===== config.mk =====
export PLATFORM = sky130hd
export DESIGN_NAME = cbq_ctrl
export DESIGN_NICKNAME = d
export VERILOG_FILES = /design/src/hdl/cbq_pkg.sv /design/src/hdl/cbq_ctrl.sv
export VERILOG_INCLUDE_DIRS = /design/src /design/src/hdl
export SDC_FILE = /design/constraint.sdc
export NUM_CORES = 1
export LEC_CHECK = 0
export ABC_AREA = 1
export BUFFER_PORTS_ARGS = -buffer_cell sky130_fd_sc_hd__clkbuf_2
export CAP_MARGIN = 25
export CORE_MARGIN = 5
export CORE_UTILIZATION = 49
export CTS_CLUSTER_DIAMETER = 100
export CTS_CLUSTER_SIZE = 24
export DETAILED_ROUTE_END_ITERATION = 6
export PLACE_DENSITY = 0.8
export SETUP_SLACK_MARGIN = 0.5
export SLEW_MARGIN = 20
export SYNTH_ARGS = -nofsm -noshare
export SYNTH_HDL_FRONTEND = slang
export SYNTH_SLANG_ARGS = --single-unit

===== constraint.sdc =====
create_clock -name clk -period 1.3 [get_ports clk]
set_input_delay 0.13 -clock clk [delete_from_list [all_inputs] [get_ports clk]]
set_output_delay 0.13 -clock clk [all_outputs]
set_load 0.01 [all_outputs]

===== src/hdl/assert_macros.svh =====
// Concurrent assertion helpers; expect clk and rst in the enclosing scope.
`ifndef ASSERT_MACROS_SVH
`define ASSERT_MACROS_SVH

// Consequent checked in the same cycle as the antecedent.
`define CBQ_ASSERT_SAME(lbl, ante, cons, msg) \
  lbl: assert property (@(posedge clk) disable iff (rst) (ante) |-> (cons)) \
    else $error(msg);

// Consequent checked in the cycle after the antecedent.
`define CBQ_ASSERT_NEXT(lbl, ante, cons, msg) \
  lbl: assert property (@(posedge clk) disable iff (rst) (ante) |=> (cons)) \
    else $error(msg);

`endif


===== src/hdl/cbq_pkg.sv =====
package cbq_pkg;

  localparam int DEF_MAX_STAGES  = 8;
  localparam int DEF_SAMPLE_BITS = 24;

  localparam int HIST_BITS  = 40;
  localparam int COEF_BITS  = 32;
  localparam int GAIN_BITS  = 32;
  localparam int SPLIT_BITS = 20;
  localparam int ACC_BITS   = 76;
  localparam int ADDR_BITS  = 5;
  localparam int DATA_BITS  = 32;

  localparam logic [GAIN_BITS-1:0] GAIN_RESET   = 32'h0100_0000;
  localparam logic [3:0]           STAGES_RESET = 4'd1;

  typedef enum logic [2:0] {
    REG_FILTER_ENABLE,
    REG_INPUT_GAIN,
    REG_STAGES_USED,
    REG_COEF_FEED_ZERO,
    REG_COEF_FEED_ONE,
    REG_COEF_FEED_TWO,
    REG_COEF_BACK_ONE,
    REG_COEF_BACK_TWO
  } cbq_reg_t;

  typedef enum logic [2:0] {
    ST_IDLE,
    ST_GAIN_MUL,
    ST_GAIN_ACC,
    ST_GAIN_FIN,
    ST_SEC_MUL,
    ST_SEC_ACC,
    ST_SEC_FIN,
    ST_OUT
  } cbq_state_t;

  typedef enum logic [2:0] {
    TAP_X0,
    TAP_X1,
    TAP_X2,
    TAP_Y1,
    TAP_Y2
  } cbq_tap_t;

  typedef struct packed {
    logic     load;
    logic     mul_en;
    logic     mul_gain;
    cbq_tap_t tap;
    logic     fin_gain;
    logic     fin_sec;
    logic     out_load;
  } cbq_cmd_t;

  typedef struct packed {
    logic signed [COEF_BITS-1:0] feed_zero;
    logic signed [COEF_BITS-1:0] feed_one;
    logic signed [COEF_BITS-1:0] feed_two;
    logic signed [COEF_BITS-1:0] back_one;
    logic signed [COEF_BITS-1:0] back_two;
  } cbq_coef_t;

  // Clamp an accumulator-wide value to the signed history width.
  function automatic logic signed [HIST_BITS-1:0] sat_hist(
    input logic signed [ACC_BITS-1:0] v
  );
    logic sign;
    logic any_one;
    logic all_one;
    sign    = v[ACC_BITS-1];
    any_one = |v[ACC_BITS-2:HIST_BITS-1];
    all_one = &v[ACC_BITS-2:HIST_BITS-1];
    if (!sign && any_one) begin
      return {1'b0, {(HIST_BITS-1){1'b1}}};
    end else if (sign && !all_one) begin
      return {1'b1, {(HIST_BITS-1){1'b0}}};
    end
    return v[HIST_BITS-1:0];
  endfunction

endpackage


===== src/hdl/cbq_ctrl.sv =====
`include "assert_macros.svh"

module cbq_ctrl import cbq_pkg::*; #(
  parameter int MAX_STAGES = DEF_MAX_STAGES,
  localparam int SW = (MAX_STAGES > 1) ? $clog2(MAX_STAGES) : 1
) (
  input  logic          clk,
  input  logic          rst,
  input  logic          in_valid,
  output logic          in_stall,
  output logic          out_valid,
  input  logic          out_stall,
  input  logic          filter_enable,
  input  logic [3:0]    stages_used,
  output cbq_cmd_t      cmd,
  output logic [SW-1:0] stage
);

  cbq_state_t    state, state_next;
  cbq_tap_t      tap, tap_next;
  logic [SW-1:0] stage_next;
  logic          out_valid_next;
  logic [SW-1:0] last_stage;
  logic [5:0]    su_wide;

  // Zero sections act as one, too many act as the maximum.
  assign su_wide = {2'b00, stages_used};
  always_comb begin
    if (stages_used == 4'd0) begin
      last_stage = '0;
    end else if (su_wide >= 6'(MAX_STAGES)) begin
      last_stage = SW'(MAX_STAGES - 1);
    end else begin
      last_stage = SW'(stages_used - 4'd1);
    end
  end

  assign in_stall = (state != ST_IDLE);

  always_ff @(posedge clk) begin
    if (rst) begin
      state     <= ST_IDLE;
      tap       <= TAP_X0;
      stage     <= '0;
      out_valid <= 1'b0;
    end else begin
      state     <= state_next;
      tap       <= tap_next;
      stage     <= stage_next;
      out_valid <= out_valid_next;
    end
  end

  always_comb begin
    state_next = state;
    tap_next   = tap;
    stage_next = stage;
    cmd        = '0;
    cmd.tap    = tap;
    case (state)
      ST_IDLE: begin
        if (in_valid) begin
          cmd.load   = 1'b1;
          stage_next = '0;
          tap_next   = TAP_X0;
          state_next = filter_enable ? ST_GAIN_MUL : ST_OUT;
        end
      end
      ST_GAIN_MUL: begin
        cmd.mul_en   = 1'b1;
        cmd.mul_gain = 1'b1;
        state_next   = ST_GAIN_ACC;
      end
      ST_GAIN_ACC: begin
        state_next = ST_GAIN_FIN;
      end
      ST_GAIN_FIN: begin
        cmd.fin_gain = 1'b1;
        state_next   = ST_SEC_MUL;
      end
      ST_SEC_MUL: begin
        // one tap per cycle; the previous product accumulates alongside
        cmd.mul_en = 1'b1;
        if (tap == TAP_Y2) begin
          state_next = ST_SEC_ACC;
        end else begin
          tap_next = cbq_tap_t'(tap + 3'd1);
        end
      end
      ST_SEC_ACC: begin
        state_next = ST_SEC_FIN;
      end
      ST_SEC_FIN: begin
        cmd.fin_sec = 1'b1;
        tap_next    = TAP_X0;
        if (stage == last_stage) begin
          state_next = ST_OUT;
        end else begin
          stage_next = stage + 1'b1;
          state_next = ST_SEC_MUL;
        end
      end
      ST_OUT: begin
        if (!out_valid || !out_stall) begin
          cmd.out_load = 1'b1;
          state_next   = ST_IDLE;
        end
      end
      default: begin
        state_next = ST_IDLE;
      end
    endcase
  end

  always_comb begin
    out_valid_next = out_valid;
    if (cmd.out_load) begin
      out_valid_next = 1'b1;
    end else if (out_valid && !out_stall) begin
      out_valid_next = 1'b0;
    end
  end

  `CBQ_ASSERT_NEXT(a_accept_leaves_idle, in_valid && !in_stall, state != ST_IDLE,
    "accepted transfer did not start processing")
  `CBQ_ASSERT_NEXT(a_last_section_outputs, (state == ST_SEC_FIN) && (stage == last_stage),
    state == ST_OUT, "last section did not lead to output")
  `CBQ_ASSERT_SAME(a_out_load_free, cmd.out_load, !out_valid || !out_stall,
    "output register overwritten while held")

endmodule


Word-level counts from Yosys, hierarchy flattened
Cells that the tools add are included.
{ "totals": {"ff_bits": 10, "wordCells": 59, "output_inout_bits": 14} }
{ "classes": {"n_lt_le_gt_ge": 1, "reduce_logical": 14, "add_sub_neg": 3, "eq_ne": 14, "n_mux": 23} }
{ "op_table": {"columns": ["op", "count"], "rows": [
  ["3-bit 2-to-1 mux", 9],
  ["3-bit one-hot mux with 8 select lines", 1],
  ["3-bit equality test, second input constant", 5],
  ["1-bit 2-to-1 mux", 10],
  ["2-bit inequality test, second input constant", 5],
  ["3-bit one-hot mux with 3 select lines", 1],
  ["3-bit AND reduction", 3],
  ["3-bit by 1-bit adder with 3-bit output, second input constant", 2],
  ["3-bit by 2-bit equality test with 1-bit output, second input constant", 2],
  ["3-bit one-hot mux with 2 select lines", 1],
  ["3-bit nonzero test", 2],
  ["4-bit greater-or-equal comparator, second input constant", 1],
  ["4-bit logical NOT", 1],
  ["2-bit nonzero test", 2],
  ["3-bit by 1-bit equality test with 1-bit output, second input constant", 1],
  ["3-bit equality test", 1],
  ["3-bit logical NOT", 1],
  ["3-bit by 1-bit subtractor with 3-bit output, second input constant", 1],
  ["1-bit logical NOT", 2],
  ["2-bit 2-to-1 mux", 1],
  ["2-bit OR reduction", 1],
  ["1-bit logical AND", 1],
  ["1-bit logical OR", 1]
]} }

Depth between registers and ports, before layout
Gate-level depths: netlist (run 1).
{ "logic_depth": {"depth_word": 6, "depth_mapped": 13, "depth_no_buf": 13} }

Worst setup path after synthesis (run 1)
No wires, ideal clock.
{ "synth_timing": {"path_kind": "register -> register", "from": "reg tap[0]", "to": "reg tap[2]", "t_required_ns": 1.180, "path_stages_with_launch": 10, "synth_period_minus_slack_ns": 1.282, "slack_ns": 0.018, "path_buffers": 0, "t_arrival_ns": 1.162, "path_cell_list": "dfxtp_1 > inv_1 > ha_1 > nand2_1 > nand2_1 > nand2_2 > nand2_4 > inv_2 > and3_4 > nor3_2"} }
{ "synth_via": {"elab_chain_cells": 3, "elab_cells_between_ends": 6, "classes_between": "add/sub (1); eq/ne (2); mux (2); reduce/logical (1)"} }
{ "synth_lines": {"columns": ["element", "line_no", "source"], "rows": [
  ["start: declaration", "cbq_ctrl.sv:20", "cbq_tap_t tap, tap_next;"],
  ["start signal: assignment", "cbq_ctrl.sv:48", "tap <= tap_next;"],
  ["3-bit by 1-bit adder with 3-bit output / 3-bit equality test (equally long branches)", "cbq_ctrl.sv:87, cbq_ctrl.sv:84", null],
  ["3-bit 2-to-1 mux / 2-bit inequality test (equally long branches)", null, null],
  ["3-bit one-hot mux with 3 select lines / 3-bit AND reduction (equally long branches)", null, null]
]} }
Parallel ways exist; a longest one is shown, timed or not. The select of a mux whose other input is x is not followed.
A chain may end at the register's enable or synchronous reset.

Final worst setup path (run 1)
{ "layout_timing": {"from": "reg state[0]", "to": "reg stage[1]"} }
{ "layout_via": {"elab_chain_cells": 3, "elab_cells_between_ends": 7, "classes_between": "eq/ne (3); mux (1); reduce/logical (3)"} }
{ "layout_lines": {"columns": ["element", "line_no", "source"], "rows": [
  ["start: declaration", "cbq_ctrl.sv:19", "cbq_state_t state, state_next;"],
  ["start signal: assignment", "cbq_ctrl.sv:47", "state <= state_next;"],
  ["3-bit equality test / 3-bit logical NOT (equally long branches)", "cbq_ctrl.sv:60", "case (state)"],
  ["2-bit inequality test (no source line) / 2-bit nonzero test (equally long branches)", null, null],
  ["3-bit AND reduction (no source line)", null, null],
  ["end signal: assignment", "cbq_ctrl.sv:49", "stage <= stage_next;"],
  ["end: declaration", "cbq_ctrl.sv:16", "output logic [SW-1:0] stage"]
]} }
Parallel ways exist; a longest one is shown, timed or not.

==> impl_metrics.json, run 1 <==
{
  "fp.dieArea_mm2": 0.00241,
  "syn-num-nets": 130,
  "cts-hold-fix-buffers": 0,
  "p_sw_share_pct": 50.0,
  "worstPathArrival_ns": 1.63,
  "viasPerCell": 5.61,
  "vdd_drop_max_mv": 1.49,
  "grt_pass1_wl_um": 3160,
  "finalSetupViolCount": 9,
  "fp.dieH_um": 49.1,
  "max_freq_ghz": 0.685,
  "max_slew_margin_pct": 84.1,
  "power_frac_comb_pct": 73.2,
  "switchingPower_mw": 1.51,
  "setup_tns_ns": -0.550,
  "postRouteAntennaNets": 0,
  "crit_family": "simple AND/OR/NAND/NOR gates",
  "drcViolationCount": 0,
  "pwr-share-clk_pct": 7.9,
  "synth-seq-area-share_pct": 26.7,
  "rsz0062_at_grt": "true",
  "gr-total-overflow": 0,
  "p_leak_nw": 0.625,
  "path_buf_inv": 2,
  "post-route-period-util_pct": 112,
  "power.internal_mw": 1.51,
  "cp_data_required_time_ns": 1.47,
  "clk_latency_ns": 0.29,
  "synth_warnings": 0,
  "wl_um": 2680,
  "vias": 965,
  "grt_pass1_vias": 763,
  "drv_slew": 0,
  "tightest_slew_ns": 0.238,
  "clk_pin_slew_ns": 0.08,
  "n_antenna_cell": 0,
  "hold_viol": 0,
  "path_max_fanout": 5,
  "netlist.area_leader.share_pct": 26.7,
  "min_period_ns": 1.46,
  "powerDensity_mw_per_mm2": 2410,
  "layout_common_cells": "nand2_1 (23), inv_1 (14), buf_4 (12)",
  "port_buffers": 22,
  "p_seq_share_pct": 19.0,
  "synth_area_leaders": "dfxtp_1 (27%), nand2_1 (15%), inv_1 (9.5%)",
  "io_pins": 23,
  "cts_num_sinks": 10,
  "cp_slowest_cell": "dfxtp_2",
  "path_class": "flop to flop",
  "ctsRootBufferMaster": "clkbuf_4",
  "grt_max_degree": 9,
  "startpoint_type": "flop",
  "drt_iter0_markers": 37,
  "place_hpwl_um": 1300,
  "worst_slack_ns": -0.159,
  "core_mm2": 0.00147,
  "final_layout_size_suffix_gt1_share_pct": 58.3,
  "yosysTopAreaCell": "dfxtp_1",
  "wl_per_cell_um": 15.6,
  "max_cap_violations": 0,
  "netlist_area_um2": 749,
  "cts_tree": "built",
  "row_count": 14,
  "fin_skew_ns": 0.0213,
  "r2r_slack_ns": -0.16,
  "max_stage_delay_ns": 0.34,
  "yosysUniqueCellTypes": 22,
  "place_ws_ns": -0.0202,
  "avgSynthCellArea_um2": 6.41,
  "initial_core_util_pct": 50.9,
  "final_common_cell": "nand2_1",
  "die_x_um": 49.1,
  "antenna_found_initial": 0,
  "fin_nets": 170,
  "outcome": "complete, but fails checks",
  "cp-end-kind": "flop",
  "failed_checks": "setup timing",
  "synth-seq-cells": 10,
  "area_growth_pct": 67.6,
  "synthCells": 117,
  "firstDrtPassIters": 4,
  "fill_cells": 76,
  "cts-buffers-inserted": 3,
  "worstHoldPathType": "input pin to flop",
  "cts_buffer_depth": 2,
  "routabilityCongestion": 0.808,
  "worstPathCellList": "inv_4, nand3_2, inv_4, nand2_2, nor2_4, nand3_4, nand3_2, nand2_1, a21oi_1",
  "cts_max_level": 1,
  "track_usage_pct": 16.3
}
## flip-flops by register name, indices dropped and copies added, names as in the netlist
signal     cells
out_valid      1
stage          3
state          3
tap            3
## cells in the mapped netlist, drive strengths merged
cell and number:
nor2 17, inv 24, a211oi 1, nor3 1
o21ai 3, xnor2 1, nand3 10, a21oi 8
buf 1, nand2 34, nand4 2, ha 4
and3 1, dfxtp 10
## timing repair
action                     in CTS  in global routing
resized for setup              15                 43
pin swaps                       5                  8
setup buffers                   8                  6
setup endpoints to repair      24                 24
## path summary, 6_finish.rpt
| kind | startpoint | end | cells after the start |
|---|---|---|---|
| worst max-delay path | state[0] | stage[1] | 9 |
| worst max register to register | state[0] | stage[1] | 9 |
| worst min register to register | tap[1] | tap[1] | 2 |
| worst min-delay path | out_stall | out_valid | 3 |
## cell families (layout without fill, tap and decap cells)
family	after synthesis	after routing	synth area share (%)
xor gates and xnor gates	1	1	1.17
buffers and inverters	25	64	13.0
adders and majority gates	4	4	6.68
DFF	10	10	26.7
and+or+nand+nor	65	65	43.1
AOI/OAI and AO/OA	12	12	9.35
## routing by layer
metal,wire length [um],GRT usage (%),up-vias
met5,0,0,-
met3,185,3.36,8
met1,1040,17.1,458
met2,1400,29.8,54
met4,58,8.07,0
li1,-,-,445
## per-stage QoR
step / hold WS [ns] / utilization (%) / power (mW) / cell area, um2 / cells
after global placement: 0.378 / 62.6 / 1.74 / 921 / 154
after detailed placement: 0.372 / 62.6 / 1.76 / 921 / 154
after CTS: 0.0827 / 71.6 / 2.28 / 1050 / 166
after floorplan: 0.185 / - / 1.49 / 798 / 117
final: 0.106 / 85.4 / 3.02 / 1260 / 172
after global routing: 0.0917 / 85.4 / 3.21 / 1260 / 172
## power groups by stage
stage	logic, mW	clock network, mW	registers, mW
final	2.21	0.238	0.574
after global routing	2.36	0.267	0.588
after CTS	1.49	0.238	0.548
after detailed placement	1.21	0	0.553
after global placement	1.19	0	0.549
after floorplan	0.930	0	0.557
## cell type report
type | count | area, um2 | share of cell area, %
Clock buffer | 4 | 26.3 | 2.09
Inverter | 24 | 108 | 8.57
Multi-Input combinational cell | 82 | 603 | 48.0
Sequential cell | 10 | 226 | 18.0
Tap cell | 16 | 20.0 | 1.59
Timing Repair Buffer | 36 | 273 | 21.7
## worst register-to-register path, delay by kind of cell (launching register included)
| family | cells | cell delay [ns] |
|---|---|---|
| DFF | 1 | 0.34 |
| AOI/OAI and AO/OA | 1 | 0.19 |
| buffers and inverters | 2 | 0.19 |
| and+or+nand+nor | 6 | 0.62 |
No activity file was read; power rests on OpenSTA's default activity.
==> inputs of run 2 (changes only) <==
--- a/config.mk
+++ b/config.mk
@@ -8,12 +8,14 @@
 export LEC_CHECK = 0
 export ABC_AREA = 1
 export BUFFER_PORTS_ARGS = -buffer_cell sky130_fd_sc_hd__clkbuf_2
-export CAP_MARGIN = 25
+export CAP_MARGIN = 20
 export CORE_MARGIN = 5
 export CORE_UTILIZATION = 49
 export CTS_CLUSTER_DIAMETER = 100
 export CTS_CLUSTER_SIZE = 24
 export DETAILED_ROUTE_END_ITERATION = 6
+export GPL_TIMING_DRIVEN = 0
+export HOLD_SLACK_MARGIN = 0.06
 export PLACE_DENSITY = 0.8
 export SETUP_SLACK_MARGIN = 0.5
 export SLEW_MARGIN = 20
==> impl_metrics.json, run 2 (synthesized netlist as in run 1, its figures left out) <==
{
  "path_max_fanout": 4,
  "fin_util_pct": 81.9,
  "max_stage_delay_ns": 0.38,
  "hold_viol": 0,
  "area_growth_pct": 60.8,
  "failed_checks": "setup timing",
  "r2r-start": "state[1]",
  "fp.dieH_um": 49.1,
  "power_frac_comb_pct": 70.3,
  "path_class": "flop to output port",
  "fin_skew_ns": 0.0235,
  "worstHoldPathType": "input pin to flop",
  "layout_common_cells": "nand2_1 (25), inv_1 (15), buf_4 (13)",
  "cp.depth": 6,
  "min_period_ns": 1.37,
  "met2WireLength_um": 1290,
  "ctsRootBufferMaster": "clkbuf_4",
  "wl_met3_um": 104,
  "viasPerCell": 5.25,
  "antenna_found_initial": 0,
  "initial_core_util_pct": 50.9,
  "grt_pass1_wl_um": 3650,
  "track_usage_pct": 18.6,
  "p_sw_share_pct": 48.4,
  "instances_no_fill": 173,
  "p_seq_share_pct": 20.7,
  "finalSetupViolCount": 10,
  "clk_pin_slew_ns": 0.09,
  "r2r_slack_ns": -0.07,
  "path_buf_inv": 3,
  "firstDrtPassIters": 4,
  "outcome": "complete, but fails checks",
  "die_x_um": 49.1,
  "wl_per_cell_um": 13.2,
  "post-route-period-util_pct": 106,
  "dp_cells": 155,
  "crit_path_end": "cmd[0]",
  "cp_data_required_time_ns": 1.17,
  "tightest_slew_ns": 0.175,
  "n_antenna_cell": 0,
  "drv_slew": 0,
  "core_mm2": 0.00147,
  "fin_nets": 171,
  "vdd_drop_max_mv": 1.45,
  "rsz0062_at_grt": "true",
  "drt-met1-wl_um": 862,
  "cp_slowest_cell": "dfxtp_4",
  "final_layout_size_suffix_gt1_share_pct": 57.3,
  "port_buffers": 22,
  "max_freq_ghz": 0.728,
  "row_count": 14,
  "cts-buffers-inserted": 3,
  "fp.dieArea_mm2": 0.00241,
  "biggestRegsByFlops": "stage (3), state (3), tap (3)",
  "drt_iter0_markers": 20,
  "cts_buffer_depth": 2,
  "place_hpwl_um": 1400,
  "max_slew_margin_pct": 88.3,
  "reg2reg_to": "tap[2]",
  "cts_num_sinks": 10,
  "postRouteAntennaNets": 0,
  "worstPathCellList": "nand2_2, nor2_4, inv_2, nor2_1, buf_4, clkbuf_2",
  "fill_cells": 94,
  "cp-end-kind": "output port",
  "grt_pass1_vias": 922,
  "power.internal_mw": 1.40,
  "clk_latency_ns": 0.29,
  "ff2ff_path_depth": 9,
  "grt_max_degree": 9,
  "final_common_cell": "nand2_1",
  "cts_max_level": 1,
  "p_leak_nw": 0.626,
  "crit_family": "flip-flops",
  "routabilityCongestion": 0.856,
  "gr-total-overflow": 0,
  "power_mw": 2.71,
  "powerDensity_mw_per_mm2": 2250,
  "worstPathArrival_ns": 1.24,
  "cts_tree": "built",
  "crit_start": "state[1]",
  "max_cap_violations": 0,
  "pwr-share-clk_pct": 9.0,
  "worst_slack_ns": -0.0742,
  "startpoint_type": "flop",
  "dr.max_layer_used": "met4",
  "drcViolationCount": 0,
  "switchingPower_mw": 1.31,
  "wl_um": 2290,
  "io_pins": 23,
  "vias": 908
}
run 2: cell count changes in the layout (fill, tap and decap cells not counted), sizes merged:
cell | before | now
clkbuf | 15 | 14
buf | 25 | 27
run 2: how the worst min path moves through the flow:
| stage | start | end | slack (ns) | cells past startpoint |
|---|---|---|---|---|
| 2_1_floorplan | rst | stage[2] | 0.19 | 1 |
| 3_3_place_gp | rst | stage[2] | 0.38 | 2 |
| 3_5_place_dp | rst | stage[2] | 0.37 | 2 |
| 4_1_cts | rst | out_valid | 0.08 | 2 |
| 5_1_grt | rst | out_valid | 0.09 | 2 |
| 6_report | rst | out_valid | 0.08 | 2 |
run 2: timing repair:
item / CTS / global route
hold endpoints to repair: 0 / 0
gates resized for setup: 20 / 29
setup endpoints to repair: 24 / 24
hold buffers: 0 / 0
setup buffers: 11 / 3
pin swaps: 5 / 3
run 2: worst register-to-register path: stages, from the launching register on:
cell and delay (ns):
dfxtp_4 0.37, inv_2 0.07, nand2_4 0.08, nor2_4 0.17
nor2_2 0.07, nand2_2 0.13, nand2_8 0.08, inv_4 0.07
and3_4 0.17, nor3_2 0.03
run 2: cell type report:
type                    instances  area (um2)  area share, %
plain buffers                   1        7.51          0.623
multi-input cells              82         549           45.6
well taps                      16        20.0           1.66
inverters                      24         103           8.51
clock buffers                   4        26.3           2.18
repair buffers                 36         267           22.1
flip-flops and latches         10         233           19.3
run 2: power by group through the flow:
stage | clock [mW] | combinational (mW) | sequential (mW)
global route | 0.264 | 2.11 | 0.575
global placement | 0 | 1.19 | 0.549
finish | 0.244 | 1.91 | 0.561
CTS | 0.241 | 1.67 | 0.551
floorplan | 0 | 0.930 | 0.557
detailed placement | 0 | 1.24 | 0.554
run 2: per-layer routing:
| layer | vias to the layer above | GRT usage (%) |
|---|---|---|
| met4 | 0 | 10.8 |
| met3 | 4 | 3.67 |
| li1 | 447 | - |
| met5 | - | 0 |
| met2 | 25 | 33.9 |
| met1 | 432 | 19.2 |
run 2: stage by stage:
stage | hold WS [ns] | setup TNS [ns] | instance area [um2] | worst slack (ns)
final | 0.0842 | -0.464 | 1200 | -0.0742
after global routing | 0.0882 | -1.33 | 1200 | -0.147
after detailed placement | 0.372 | -0.130 | 928 | -0.0527
after global placement | 0.379 | -0.00966 | 928 | -0.00966
after floorplan | 0.185 | 0 | 798 | 0.128
after CTS | 0.0830 | -0.0992 | 1100 | -0.0448
==> inputs of run 3 (changes only) <==
--- a/config.mk
+++ b/config.mk
@@ -6,17 +6,17 @@
 export SDC_FILE = /design/constraint.sdc
 export NUM_CORES = 1
 export LEC_CHECK = 0
-export ABC_AREA = 1
 export BUFFER_PORTS_ARGS = -buffer_cell sky130_fd_sc_hd__clkbuf_2
 export CAP_MARGIN = 20
 export CORE_MARGIN = 5
-export CORE_UTILIZATION = 49
+export CORE_UTILIZATION = 52
+export CTS_BUF_LIST = sky130_fd_sc_hd__clkbuf_8
 export CTS_CLUSTER_DIAMETER = 100
 export CTS_CLUSTER_SIZE = 24
 export DETAILED_ROUTE_END_ITERATION = 6
 export GPL_TIMING_DRIVEN = 0
 export HOLD_SLACK_MARGIN = 0.06
-export PLACE_DENSITY = 0.8
+export PLACE_DENSITY = 0.83
 export SETUP_SLACK_MARGIN = 0.5
 export SLEW_MARGIN = 20
 export SYNTH_ARGS = -nofsm -noshare
==> impl_metrics.json, run 3 <==
{
  "worst_slack_ns": -0.300,
  "instances_no_fill": 150,
  "hp-start": "rst",
  "outcome": "complete, but fails checks",
  "cts_tree": "built",
  "synth_area_leaders": "dfxtp_1 (26%), a21oi_1 (7.8%), ha_1 (6.5%)",
  "place_hpwl_um": 1420,
  "powerDensity_mw_per_mm2": 2000,
  "grt_pass1_vias": 831,
  "hold_viol": 0,
  "port_buffers": 21,
  "synth.top_cells.by_count": "a21oi_1 (12), dfxtp_1 (10), nor2_1 (10)",
  "synth-main-ff-cell": "dfxtp_1",
  "drt_iter0_markers": 41,
  "fin_util_pct": 88.1,
  "cts_num_sinks": 10,
  "post-route-period-util_pct": 123,
  "cts_max_level": 1,
  "initial_core_util_pct": 56.8,
  "clk_pin_slew_ns": 0.05,
  "fp.dieH_um": 48.4,
  "drcViolationCount": 0,
  "wl_per_cell_um": 20.1,
  "finalSetupViolCount": 15,
  "grt_pass1_wl_um": 3670,
  "cp-end-kind": "flop",
  "core_mm2": 0.00135,
  "worstPathArrival_ns": 1.72,
  "max_cap_violations": 0,
  "max_slew_margin_pct": 79.3,
  "async_flop_share_pct": 0,
  "p_leak_nw": 0.534,
  "firstDrtPassIters": 4,
  "dp_cells": 132,
  "synth-seq-area-share_pct": 26.1,
  "failed_checks": "setup timing",
  "synthCells": 96,
  "netlist_area_um2": 767,
  "synth_warnings": 0,
  "cts-hold-fix-buffers": 0,
  "ctsRootBufferMaster": "clkbuf_8",
  "wl_um": 3010,
  "hold_end": "stage[1]",
  "die_x_um": 48.4,
  "gr-total-overflow": 0,
  "min_period_ns": 1.60,
  "r2r_slack_ns": -0.30,
  "io_pins": 23,
  "avgSynthCellArea_um2": 7.99,
  "cts-buffers-inserted": 3,
  "n_antenna_cell": 0,
  "routabilityCongestion": 0.746,
  "cp_data_required_time_ns": 1.42,
  "vdd_drop_max_mv": 1.55,
  "area_growth_pct": 55.1,
  "yosysTopAreaCell": "dfxtp_1",
  "path_class": "flop to flop",
  "vias": 930,
  "rsz0062_at_grt": "true",
  "layout_common_cells": "buf_4 (14), buf_6 (13), a21oi_1 (10), clkbuf_2 (10), nor2_1 (9)",
  "fin_nets": 149,
  "fin_skew_ns": 0.00946,
  "reg2reg_to": "tap[2]",
  "final_common_cell": "buf_4",
  "worstHoldPathType": "input pin to flop",
  "clk_latency_ns": 0.24,
  "fill_cells": 64,
  "track_usage_pct": 19.6,
  "synth.most_common_cell": "a21oi_1",
  "grt_max_degree": 11,
  "synth-seq-cells": 10,
  "yosysUniqueCellTypes": 33,
  "antenna_found_initial": 0,
  "biggestRegsByFlops": "stage (3), state (3), tap (3)",
  "holdPathStages": 2,
  "synth_edf_count": 0,
  "viasPerCell": 6.20,
  "ff2ff_path_depth": 9,
  "postRouteAntennaNets": 0,
  "row_count": 13,
  "netlist.area_leader.share_pct": 26.1,
  "cts_buffer_depth": 2,
  "path_max_fanout": 6,
  "fp.dieArea_mm2": 0.00234,
  "drv_slew": 0,
  "startpoint_type": "flop",
  "syn-num-nets": 109,
  "final_layout_size_suffix_gt1_share_pct": 53.3,
  "r2r-start": "state[2]",
  "tightest_slew_ns": 0.310,
  "max_freq_ghz": 0.625
}
## run 3: changes by cell type in the layout (fill, tap and decap cells not counted), moves of 4 or more
cell / before / now
nand2_1: 25 / 4
inv_1: 15 / 6
a21oi_1: 4 / 10
nand2_2: 6 / 1
buf_6: 9 / 13
nand3_2: 4 / 0
nor2_2: 4 / 0
## run 3: layer usage
| layer | routed length [um] | vias up | part of all wire, % | track usage [%] |
|---|---|---|---|---|
| li1 | - | 423 | - | - |
| met1 | 1150 | 427 | 38 | 21.3 |
| met2 | 1470 | 66 | 49 | 34.3 |
| met3 | 271 | 14 | 9.0 | 5.81 |
| met4 | 120 | 0 | 4.0 | 8.29 |
| met5 | 0 | - | 0 | 0 |
## run 3: per-stage QoR
step | setup WS, ns | cell area (um2) | setup TNS, ns | hold slack (ns) | power, mW
floorplan | -0.0901 | 817 | -0.196 | 0.312 | 1.24
finish | -0.300 | 1190 | -2.81 | 0.104 | 2.38
global route | -0.384 | 1190 | -3.77 | 0.110 | 2.48
CTS | -0.191 | 1090 | -1.41 | 0.0942 | 2.05
global placement | -0.212 | 941 | -0.964 | 0.342 | 1.46
detailed placement | -0.275 | 941 | -1.24 | 0.341 | 1.48
## run 3: power breakdown
group	switching, mW	internal [mW]
clock	0.130	0.207
combinational	0.823	0.767
sequential	0.0779	0.371
## run 3: worst max-delay path, stage by stage, from the launching register on
cell	delay (ns)
dfxtp_1	0.32
buf_6	0.14
buf_4	0.14
nor2_4	0.10
buf_4	0.12
buf_6	0.09
nand2_2	0.06
a21o_1	0.20
o21ai_1	0.20
a21oi_1	0.11
## run 3: cells by family (layout without fill, tap and decap cells)
group / Yosys count / after routing / synth area share [%]
flip-flops: 10 / 10 / 26.1
buffers and inverters: 13 / 52 / 9.79
adder cells (fa/ha/maj): 4 / 4 / 6.53
AND/OR/NAND/NOR: 37 / 37 / 27.4
AO/OA/AOI/OAI: 32 / 32 / 30.2
## run 3: worst max path at each step
stage | start | to | cells past startpoint
global placement | stages_used[0] | stage[2] | 7
finish | state[2] | tap[2] | 9
detailed placement | stages_used[0] | stage[2] | 8
global route | state[2] | state[1] | 6
CTS | state[1] | cmd[7] | 4
floorplan | state[1] | state[2] | 6
## run 3: repair_timing
action	4_1_cts	5_1_grt
gates resized for setup	16	23
pin swaps	13	4
gates cloned	0	0
setup endpoints to repair	24	24
setup buffers	9	5
## run 3: layout make-up
type / instances / area [um2] / share of cell area [%]
timing repair buffer: 35 / 264 / 22.2
sequential: 10 / 229 / 19.2
clock inverter: 1 / 3.75 / 0.315
buffer: 5 / 52.6 / 4.42
clock buffer: 3 / 41.3 / 3.47
tap: 15 / 18.8 / 1.58
inverter: 8 / 30.0 / 2.52
multi-input combinational: 73 / 551 / 46.3
